<file path="src/rtl/lirs_pkg.sv">
`default_nettype none

package lirs_pkg;

	localparam int SAMPLE_BITS_DEF   = 24;
	localparam int FRACTION_BITS_DEF = 16;

	localparam int STEP_W  = 21;
	localparam int COUNT_W = 23;
	localparam int DATA_W  = 32;
	localparam int ADDR_W  = 3;

	localparam logic [STEP_W-1:0]  STEP_RESET  = 21'd65536;
	localparam logic [COUNT_W-1:0] LIMIT_RESET = 23'd960000;

	typedef enum logic {
		REG_PHASE_STEP = 1'b0,
		REG_MAX_OUTPUT = 1'b1
	} reg_idx_t;

	typedef enum logic [1:0] {
		S_IDLE,
		S_MUL,
		S_PUT,
		S_WRAP
	} state_t;

	typedef struct packed {
		logic load_in;
		logic load_first;
		logic clear_run;
		logic mul;
		logic put_real;
		logic put_over;
		logic put_end;
		logic wrap;
	} dp_cmd_t;

	typedef struct packed {
		logic stopped;
		logic have_prev;
		logic last;
		logic pos_lt_one;
		logic pos_lt_two;
		logic nxt_lt_one;
		logic nxt_lt_two;
		logic limit_hit;
		logic out_free;
	} dp_stat_t;

endpackage

`default_nettype wire

</file>
<file path="src/rtl/lirs_regs.sv">
`default_nettype none

module lirs_regs (
	input  wire logic                         clk,
	input  wire logic                         arst_n,
	input  wire logic                         psel,
	input  wire logic                         penable,
	input  wire logic                         pwrite,
	input  wire logic [lirs_pkg::ADDR_W-1:0]  paddr,
	input  wire logic [lirs_pkg::DATA_W-1:0]  pwdata,
	output logic      [lirs_pkg::DATA_W-1:0]  prdata,
	output logic                              pready,
	output logic      [lirs_pkg::STEP_W-1:0]  phase_step,
	output logic      [lirs_pkg::COUNT_W-1:0] max_output_count
);
	import lirs_pkg::*;

	reg_idx_t             idx;
	logic                 wr_en;
	logic [STEP_W-1:0]    step_q;
	logic [COUNT_W-1:0]   limit_q;

	assign idx    = reg_idx_t'(paddr[ADDR_W-1]);
	assign wr_en  = psel && penable && pwrite;
	assign pready = 1'b1;

	always_ff @(posedge clk or negedge arst_n) begin
		if (!arst_n) begin
			step_q  <= STEP_RESET;
			limit_q <= LIMIT_RESET;
		end else if (wr_en) begin
			unique case (idx)
				REG_PHASE_STEP: step_q  <= pwdata[STEP_W-1:0];
				REG_MAX_OUTPUT: limit_q <= pwdata[COUNT_W-1:0];
			endcase
		end
	end

	always_comb begin
		unique case (idx)
			REG_PHASE_STEP: prdata = DATA_W'(step_q);
			REG_MAX_OUTPUT: prdata = DATA_W'(limit_q);
		endcase
	end

	assign phase_step       = step_q;
	assign max_output_count = limit_q;

endmodule

`default_nettype wire

</file>
<file path="src/rtl/lirs_ctrl.sv">
`default_nettype none

module lirs_ctrl (
	input  wire logic               clk,
	input  wire logic               arst_n,
	input  wire logic               in_valid,
	input  wire logic               is_last,
	output logic                    in_stall,
	input  wire lirs_pkg::dp_stat_t stat,
	output lirs_pkg::dp_cmd_t       cmd
);
	import lirs_pkg::*;

	state_t state_q, state_d;
	logic   tail_q, tail_d;

	always_ff @(posedge clk or negedge arst_n) begin
		if (!arst_n) begin
			state_q <= S_IDLE;
			tail_q  <= 1'b0;
		end else begin
			state_q <= state_d;
			tail_q  <= tail_d;
		end
	end

	always_comb begin
		state_d  = state_q;
		tail_d   = tail_q;
		cmd      = '0;
		in_stall = (state_q != S_IDLE);
		unique case (state_q)
			S_IDLE: begin
				if (in_valid) begin
					cmd.load_in = 1'b1;
					if (stat.stopped) begin
						cmd.clear_run = is_last;
					end else if (!stat.have_prev) begin
						cmd.load_first = 1'b1;
						if (is_last) begin
							tail_d  = 1'b1;
							state_d = S_MUL;
						end
					end else if (stat.pos_lt_one) begin
						state_d = S_MUL;
					end else begin
						state_d = S_WRAP;
					end
				end
			end
			S_MUL: begin
				cmd.mul = 1'b1;
				state_d = S_PUT;
			end
			S_PUT: begin
				if (stat.out_free) begin
					if (stat.limit_hit) begin
						// limit reached: over-limit beat ends the run
						cmd.put_over  = 1'b1;
						cmd.clear_run = stat.last;
						tail_d        = 1'b0;
						state_d       = S_IDLE;
					end else begin
						cmd.put_real = 1'b1;
						cmd.put_end  = stat.last &&
							(tail_q ? !stat.nxt_lt_one : !stat.nxt_lt_two);
						if (stat.nxt_lt_one) begin
							state_d = S_MUL;
						end else if (tail_q) begin
							cmd.clear_run = 1'b1;
							tail_d        = 1'b0;
							state_d       = S_IDLE;
						end else begin
							state_d = S_WRAP;
						end
					end
				end
			end
			S_WRAP: begin
				cmd.wrap = 1'b1;
				if (stat.last && stat.pos_lt_two) begin
					tail_d  = 1'b1;
					state_d = S_MUL;
				end else begin
					cmd.clear_run = stat.last;
					state_d       = S_IDLE;
				end
			end
		endcase
	end

endmodule

`default_nettype wire

</file>
<file path="src/rtl/lirs_dp.sv">
`default_nettype none

module lirs_dp #(
	parameter int SAMPLE_BITS   = lirs_pkg::SAMPLE_BITS_DEF,
	parameter int FRACTION_BITS = lirs_pkg::FRACTION_BITS_DEF
) (
	input  wire logic                              clk,
	input  wire logic                              arst_n,
	input  wire logic signed [SAMPLE_BITS-1:0]     sample,
	input  wire logic                              is_last,
	input  wire logic [lirs_pkg::STEP_W-1:0]       phase_step,
	input  wire logic [lirs_pkg::COUNT_W-1:0]      max_output_count,
	input  wire lirs_pkg::dp_cmd_t                 cmd,
	output lirs_pkg::dp_stat_t                     stat,
	output logic                                   out_valid,
	input  wire logic                              out_stall,
	output logic signed [SAMPLE_BITS-1:0]          out_sample,
	output logic                                   end_of_run,
	output logic                                   over_limit
);
	import lirs_pkg::*;

	localparam int POS_W  = FRACTION_BITS + 5;
	localparam int CMP_W  = (POS_W > STEP_W) ? POS_W : STEP_W;
	localparam int DIFF_W = SAMPLE_BITS + 1;
	localparam int SUM_W  = SAMPLE_BITS + 2;
	localparam int PROD_W = SAMPLE_BITS + FRACTION_BITS + 2;

	localparam logic [POS_W-1:0]         ONE_POS  = POS_W'(1) << FRACTION_BITS;
	localparam logic [POS_W-1:0]         TWO_POS  = POS_W'(2) << FRACTION_BITS;
	localparam logic [CMP_W-1:0]         MIN_STEP = CMP_W'(1) << (FRACTION_BITS - 5);
	localparam logic [CMP_W-1:0]         MAX_STEP = CMP_W'(1) << (FRACTION_BITS + 4);
	localparam logic signed [PROD_W-1:0] HALF     = PROD_W'(1) << (FRACTION_BITS - 1);

	logic signed [SAMPLE_BITS-1:0] prev_q, cur_q;
	logic [POS_W-1:0]              pos_q;
	logic                          have_q, stopped_q, last_q;
	logic [COUNT_W-1:0]            count_q;
	logic signed [PROD_W-1:0]      prod_s1;
	logic                          out_valid_q, end_q, over_q;
	logic signed [SAMPLE_BITS-1:0] out_sample_q;

	logic [CMP_W-1:0]              step_ext, step_sat;
	logic [POS_W-1:0]              step_use, nxt_pos;
	logic signed [DIFF_W-1:0]      diff;
	logic signed [FRACTION_BITS:0] frac;
	logic signed [PROD_W-1:0]      prod_full;
	logic signed [SUM_W-1:0]       quot, result;
	logic                          out_free;

	// step clamped to [1/32, 16] source samples
	assign step_ext = CMP_W'(phase_step);
	always_comb begin
		if (step_ext < MIN_STEP) begin
			step_sat = MIN_STEP;
		end else if (step_ext > MAX_STEP) begin
			step_sat = MAX_STEP;
		end else begin
			step_sat = step_ext;
		end
	end
	assign step_use = step_sat[POS_W-1:0];
	assign nxt_pos  = pos_q + step_use;

	assign diff      = {cur_q[SAMPLE_BITS-1], cur_q} - {prev_q[SAMPLE_BITS-1], prev_q};
	assign frac      = $signed({1'b0, pos_q[FRACTION_BITS-1:0]});
	assign prod_full = diff * frac;

	// floor of the rounded product, then add to the previous sample
	assign quot   = $signed(prod_s1[PROD_W-1:FRACTION_BITS]);
	assign result = {{2{prev_q[SAMPLE_BITS-1]}}, prev_q} + quot;

	assign out_free = !out_valid_q || !out_stall;

	always_ff @(posedge clk or negedge arst_n) begin
		if (!arst_n) begin
			prev_q    <= '0;
			pos_q     <= '0;
			have_q    <= 1'b0;
			stopped_q <= 1'b0;
			count_q   <= '0;
			last_q    <= 1'b0;
		end else begin
			if (cmd.load_in) begin
				last_q <= is_last;
			end
			if (cmd.clear_run) begin
				prev_q    <= '0;
				pos_q     <= '0;
				have_q    <= 1'b0;
				stopped_q <= 1'b0;
				count_q   <= '0;
			end else begin
				if (cmd.load_first) begin
					prev_q <= sample;
					have_q <= 1'b1;
					pos_q  <= '0;
				end
				if (cmd.put_real) begin
					count_q <= count_q + COUNT_W'(1);
					pos_q   <= nxt_pos;
				end
				if (cmd.put_over) begin
					stopped_q <= 1'b1;
				end
				if (cmd.wrap) begin
					pos_q  <= pos_q - ONE_POS;
					prev_q <= cur_q;
				end
			end
		end
	end

	always_ff @(posedge clk) begin
		if (cmd.load_in) begin
			cur_q <= sample;
		end
		if (cmd.mul) begin
			prod_s1 <= prod_full + HALF;
		end
		if (cmd.put_real || cmd.put_over) begin
			out_sample_q <= cmd.put_over ? '0 : result[SAMPLE_BITS-1:0];
			end_q        <= cmd.put_over || cmd.put_end;
			over_q       <= cmd.put_over;
		end
	end

	always_ff @(posedge clk or negedge arst_n) begin
		if (!arst_n) begin
			out_valid_q <= 1'b0;
		end else if (cmd.put_real || cmd.put_over) begin
			out_valid_q <= 1'b1;
		end else if (!out_stall) begin
			out_valid_q <= 1'b0;
		end
	end

	always_comb begin
		stat.stopped    = stopped_q;
		stat.have_prev  = have_q;
		stat.last       = last_q;
		stat.pos_lt_one = pos_q < ONE_POS;
		stat.pos_lt_two = pos_q < TWO_POS;
		stat.nxt_lt_one = nxt_pos < ONE_POS;
		stat.nxt_lt_two = nxt_pos < TWO_POS;
		stat.limit_hit  = count_q >= max_output_count;
		stat.out_free   = out_free;
	end

	assign out_valid  = out_valid_q;
	assign out_sample = out_sample_q;
	assign end_of_run = end_q;
	assign over_limit = over_q;

`ifndef NO_ASSERTIONS
	a_no_overwrite: assert property (@(posedge clk) disable iff (!arst_n)
		(cmd.put_real || cmd.put_over) |-> (!out_valid_q || !out_stall))
		else $error("output beat overwritten while held");

	a_frac_range: assert property (@(posedge clk) disable iff (!arst_n)
		cmd.mul |-> (pos_q < ONE_POS))
		else $error("interpolation position outside current sample");

	a_one_action: assert property (@(posedge clk) disable iff (!arst_n)
		$onehot0({cmd.put_real, cmd.put_over, cmd.wrap, cmd.load_first}))
		else $error("conflicting datapath commands");
`endif

endmodule

`default_nettype wire

</file>
<file path="src/rtl/linear_interp_resampler_top.sv">
// flow: an item is accepted in S_IDLE; each output beat goes through S_MUL, which
//   registers the product of the one multiplier, then S_PUT, which registers the beat
// S_WRAP moves the position into the next sample; in_stall holds off a new item until
//   the controller is back in S_IDLE; output stall holds the product in place
// reset: arst_n clears run state and output valid; phase_step and max_output_count
//   return to 65536 and 960000
`default_nettype none

module linear_interp_resampler_top #(
	parameter int SAMPLE_BITS   = lirs_pkg::SAMPLE_BITS_DEF,
	parameter int FRACTION_BITS = lirs_pkg::FRACTION_BITS_DEF
) (
	input  wire logic                             clk,
	input  wire logic                             arst_n,
	input  wire logic                             in_valid,
	output logic                                  in_stall,
	input  wire logic signed [SAMPLE_BITS-1:0]    sample,
	input  wire logic                             is_last,
	output logic                                  out_valid,
	input  wire logic                             out_stall,
	output logic signed [SAMPLE_BITS-1:0]         out_sample,
	output logic                                  end_of_run,
	output logic                                  over_limit,
	input  wire logic                             psel,
	input  wire logic                             penable,
	input  wire logic                             pwrite,
	input  wire logic [lirs_pkg::ADDR_W-1:0]      paddr,
	input  wire logic [lirs_pkg::DATA_W-1:0]      pwdata,
	output logic      [lirs_pkg::DATA_W-1:0]      prdata,
	output logic                                  pready
);
	import lirs_pkg::*;

	logic [STEP_W-1:0]  phase_step;
	logic [COUNT_W-1:0] max_output_count;
	dp_cmd_t            cmd;
	dp_stat_t           stat;

	lirs_regs u_regs (
		.clk              (clk),
		.arst_n           (arst_n),
		.psel             (psel),
		.penable          (penable),
		.pwrite           (pwrite),
		.paddr            (paddr),
		.pwdata           (pwdata),
		.prdata           (prdata),
		.pready           (pready),
		.phase_step       (phase_step),
		.max_output_count (max_output_count)
	);

	lirs_ctrl u_ctrl (
		.clk      (clk),
		.arst_n   (arst_n),
		.in_valid (in_valid),
		.is_last  (is_last),
		.in_stall (in_stall),
		.stat     (stat),
		.cmd      (cmd)
	);

	lirs_dp #(
		.SAMPLE_BITS   (SAMPLE_BITS),
		.FRACTION_BITS (FRACTION_BITS)
	) u_dp (
		.clk              (clk),
		.arst_n           (arst_n),
		.sample           (sample),
		.is_last          (is_last),
		.phase_step       (phase_step),
		.max_output_count (max_output_count),
		.cmd              (cmd),
		.stat             (stat),
		.out_valid        (out_valid),
		.out_stall        (out_stall),
		.out_sample       (out_sample),
		.end_of_run       (end_of_run),
		.over_limit       (over_limit)
	);

endmodule

`default_nettype wire
</file>
<file path="config.mk">
export PLATFORM = sky130hd
export DESIGN_NAME = linear_interp_resampler_top
export DESIGN_NICKNAME = d
export VERILOG_FILES = /design/src/rtl/lirs_pkg.sv /design/src/rtl/lirs_regs.sv /design/src/rtl/lirs_ctrl.sv /design/src/rtl/lirs_dp.sv /design/src/rtl/linear_interp_resampler_top.sv
export SDC_FILE = /design/constraint.sdc
export NUM_CORES = 2
export LEC_CHECK = 0
export ABC_AREA = 1
export BUFFER_PORTS_ARGS = -buffer_cell sky130_fd_sc_hd__buf_2
export CORE_MARGIN = 5
export CORE_UTILIZATION = 50
export DETAILED_ROUTE_END_ITERATION = 8
export GPL_ROUTABILITY_DRIVEN = 0
export PLACE_DENSITY = 0.65
export SETUP_SLACK_MARGIN = 0.1
export SYNTH_ARGS = -nofsm -noshare
export SYNTH_HDL_FRONTEND = slang
export SYNTH_SLANG_ARGS = --single-unit
</file>
<file path="constraint.sdc">
create_clock -name clk -period 17.5 [get_ports clk]
set_input_delay 1.75 -clock clk [delete_from_list [all_inputs] [get_ports clk]]
set_output_delay 1.75 -clock clk [all_outputs]
set_load 0.005 [all_outputs]
</file>
==> run_results.csv <==
group,metric,value,unit
outcome,outcome,"finished clean",
global_route,grt_pass1_wl,122,mm
sta,maxSlewHeadroom,13.0,%
detailed_routing,antenna_left,0,
logic_synthesis,ys_seq_area_share,19.1,%
setup_path,critPathKind,"flop to flop",
finish,seq_area,0.00521,mm²
sta,fmax,107,MHz
clocking,cts_tree,"built",
clocking,cts-root-buf,"clkbuf_16",
floorplanning,ios,128,
sta,fin_skew,0.0172,ns
global_route,grt_pass1_vias,22300,
logic_synthesis,synth_commonest_cells,"777 x inv_1, 625 x nand2_1, 378 x nor2_1",
logic_synthesis,synth_adder_area_share,37.4,%
job,max_cap_viol_count,0,
place,dp_hpwl,62.2,mm
logic_synthesis,synth_most_common_cell,"inv_1",
floorplanning,dieArea,0.0592,mm²
sta,tns,0,ns
logic_synthesis,synth_top_area_share,27.7,%
logic_synthesis,synth.area.mux_share,0,%
setup_path,crit_path_end_kind,"flop",
clocking,clockBufferDepth,2,
clocking,cts-hold-fix-buffers,0,
sta,hold_violations,0,
global_route,grt-ovfl-total,0,
floorplanning,initial_core_util,50.5,%
min_path,hold_class,"flop to flop",
setup_path,slowest_stage,"nand2_1",
detailed_routing,drt_pass1_iterations,7,
logic_synthesis,avgSynthCellArea,7.91,µm²
logic_synthesis,synth_compound_area_share,8.08,%
logic_synthesis,synthSimpleGateAreaFrac,19.2,%
logic_synthesis,synth.area.top_cells,"fa_1 28%, inv_1 11%, dfrtp_1 10%",
floorplanning,coreArea,0.0539,mm²
finish,layout-drive-gt1-share,6.68,%
global_route,grt.total_usage,25.7,%
clocking,path_clk_slew,0.08,ns
detailed_routing,dr.first_iter.drc_count,1724,
finish,n_fill_cell,5158,
place,port_buffers,106,
global_route,grt_start_max_net_pins,66,
global_route,grt_antenna_before_repair,1,
logic_synthesis,synth_cell_types,54,
logic_synthesis,synth_top_area_cell,"fa_1",
clocking,cts.sinks,193,
finish,multi_input_area,0.0186,mm²
setup_path,cpPeakStageDelay,0.67,ns
clocking,ctsResizeCount,0,
finish,nNetsFinal,4146,
sta,grt_setup_unrepaired,"false",
logic_synthesis,synth_top_family_by_area,"adder cells",
finish,area_growth,6.62,%
logic_synthesis,ys_warn_count,0,
logic_synthesis,synth_seq_cells,193,
clocking,clkLatencyLatePin,0.47,ns
setup_path,crit_required,17.72,ns
setup_path,cp_max_fo,13,
sta,final_max_slew_viol_count,0,
floorplanning,dieHeight,243,µm
clocking,cts_made_buffers,17,
sta,fin_crit,9.36,ns
logic_synthesis,synth_ff_type,"dfrtp_1",
detailed_routing,vias,22400,
detailed_routing,viasPerCell,5.32,
detailed_routing,routed_wl,75.8,mm
clocking,post_cts_buffers,0,
setup_path,arrival,9.58,ns
logic_synthesis,synth_area,0.0272,mm²
floorplanning,die_width,243,µm
detailed_routing,avgRoutedWirePerCell,18.0,µm
sta,period_share,53.5,%
clocking,h-tree-depth,4,
detailed_routing,drc_errors,0,
setup_path,crit_path_start_kind,"flop",
sta,setup_viol,0,
logic_synthesis,synth_edf_count,74,
logic_synthesis,synth-xor-area-share,3.28,%
logic_synthesis,syn_inst,3440,
logic_synthesis,ys_async_sr_fraction,61.7,%
floorplanning,row_count,85,
sta,tightest_slew,1.30,ns
==> per-stage QoR <==
stage	instance area (µm²)	instances	util [%]	worst slack, ns	hold WS [ns]
CTS	29000	4201	53.8	8.32	0.493
global placement	28400	4169	52.7	8.43	0.466
global route	29000	4202	53.8	7.83	0.531
floorplan	27300	3448	-	10.17	0.453
finish	29000	4202	53.8	8.14	0.489
detailed placement	28400	4169	52.7	8.34	0.474
==> cell type report <==
cell class	instances	area share, %
flip-flops and latches	193	17.9
well taps	696	3.00
inverters	795	10.3
repair buffers	142	2.77
clock buffers	21	1.66
multi-input cells	2343	63.9
clock inverters	11	0.397
diodes	1	0.00862
==> metal layers <==
metal / global-route usage, % / wire, µm / vias to the layer above
met4: 6.26 / 1590 / 0
met1: 37.0 / 33800 / 10800
met2: 40.4 / 34300 / 764
met3: 5.24 / 6210 / 94
met5: 0 / 0 / -
li1: - / - / 10700
==> worst max-delay path, delay by kind of cell, from the launching register on <==
| family | cells | cell delay, ns |
|---|---|---|
| adder cells (fa/ha/maj) | 9 | 4.06 |
| flip-flops | 1 | 0.41 |
| AND/OR/NAND/NOR | 10 | 2.11 |
| AO/OA/AOI/OAI | 7 | 1.92 |
| buffers and inverters | 4 | 0.21 |
| XOR/XNOR | 1 | 0.38 |
==> registers in the layout, summed over array words and instances (netlist names), 2 cells and up <==
signal / cells
u_regs.max_output_count: 23
u_dp.out_sample: 24
u_dp.cur_q: 24
u_dp.pos_q: 21
u_ctrl.state_q: 2
u_dp.prev_q: 24
u_dp.count_q: 23
u_dp.prod_s1: 24
u_regs.phase_step: 21
==> layout by cell type, fill, tap and decap left out, types with 33 or more instances in the layout <==
cell / n
edfxtp_1: 74
o21ai_0: 132
buf_4: 37
nand2_1: 623
nand4_1: 46
nor3_1: 33
a21oi_1: 134
xor2_1: 61
dfrtp_1: 111
xnor2_1: 40
nand3_1: 126
buf_2: 105
o2111ai_1: 40
ha_1: 210
inv_1: 777
fa_1: 377
nor2_1: 376
==> worst paths after layout <==
path | from | end | slack [ns] | depth (start not counted)
setup / recovery | u_dp.prev_q[0] | u_dp.prod_s1[29] | 8.14 | 31
hold reg to reg | u_regs.phase_step[9] | u_regs.phase_step[9] | 0.49 | 2
setup reg to reg | u_dp.prev_q[0] | u_dp.prod_s1[29] | 8.14 | 31
max in group asynchronous | arst_n | u_dp.prev_q[4] | 14.82 | 2
hold / removal | u_regs.phase_step[9] | u_regs.phase_step[9] | 0.49 | 2
min in group asynchronous | arst_n | u_dp.count_q[10] | 1.31 | 1
==> cell families (layout without fill, tap and decap cells) <==
kind of cell | Yosys count | after routing
compound gates | 378 | 378
flops | 193 | 193
xor+xnor | 102 | 102
buf+inv | 912 | 969
simple gates | 1266 | 1266
other cells | 2 | 11
fa+ha+maj | 587 | 587
Power is left out: the tool's default activity adds up to more than one toggle a clock period on the data nets, which glitch-free logic cannot reach.
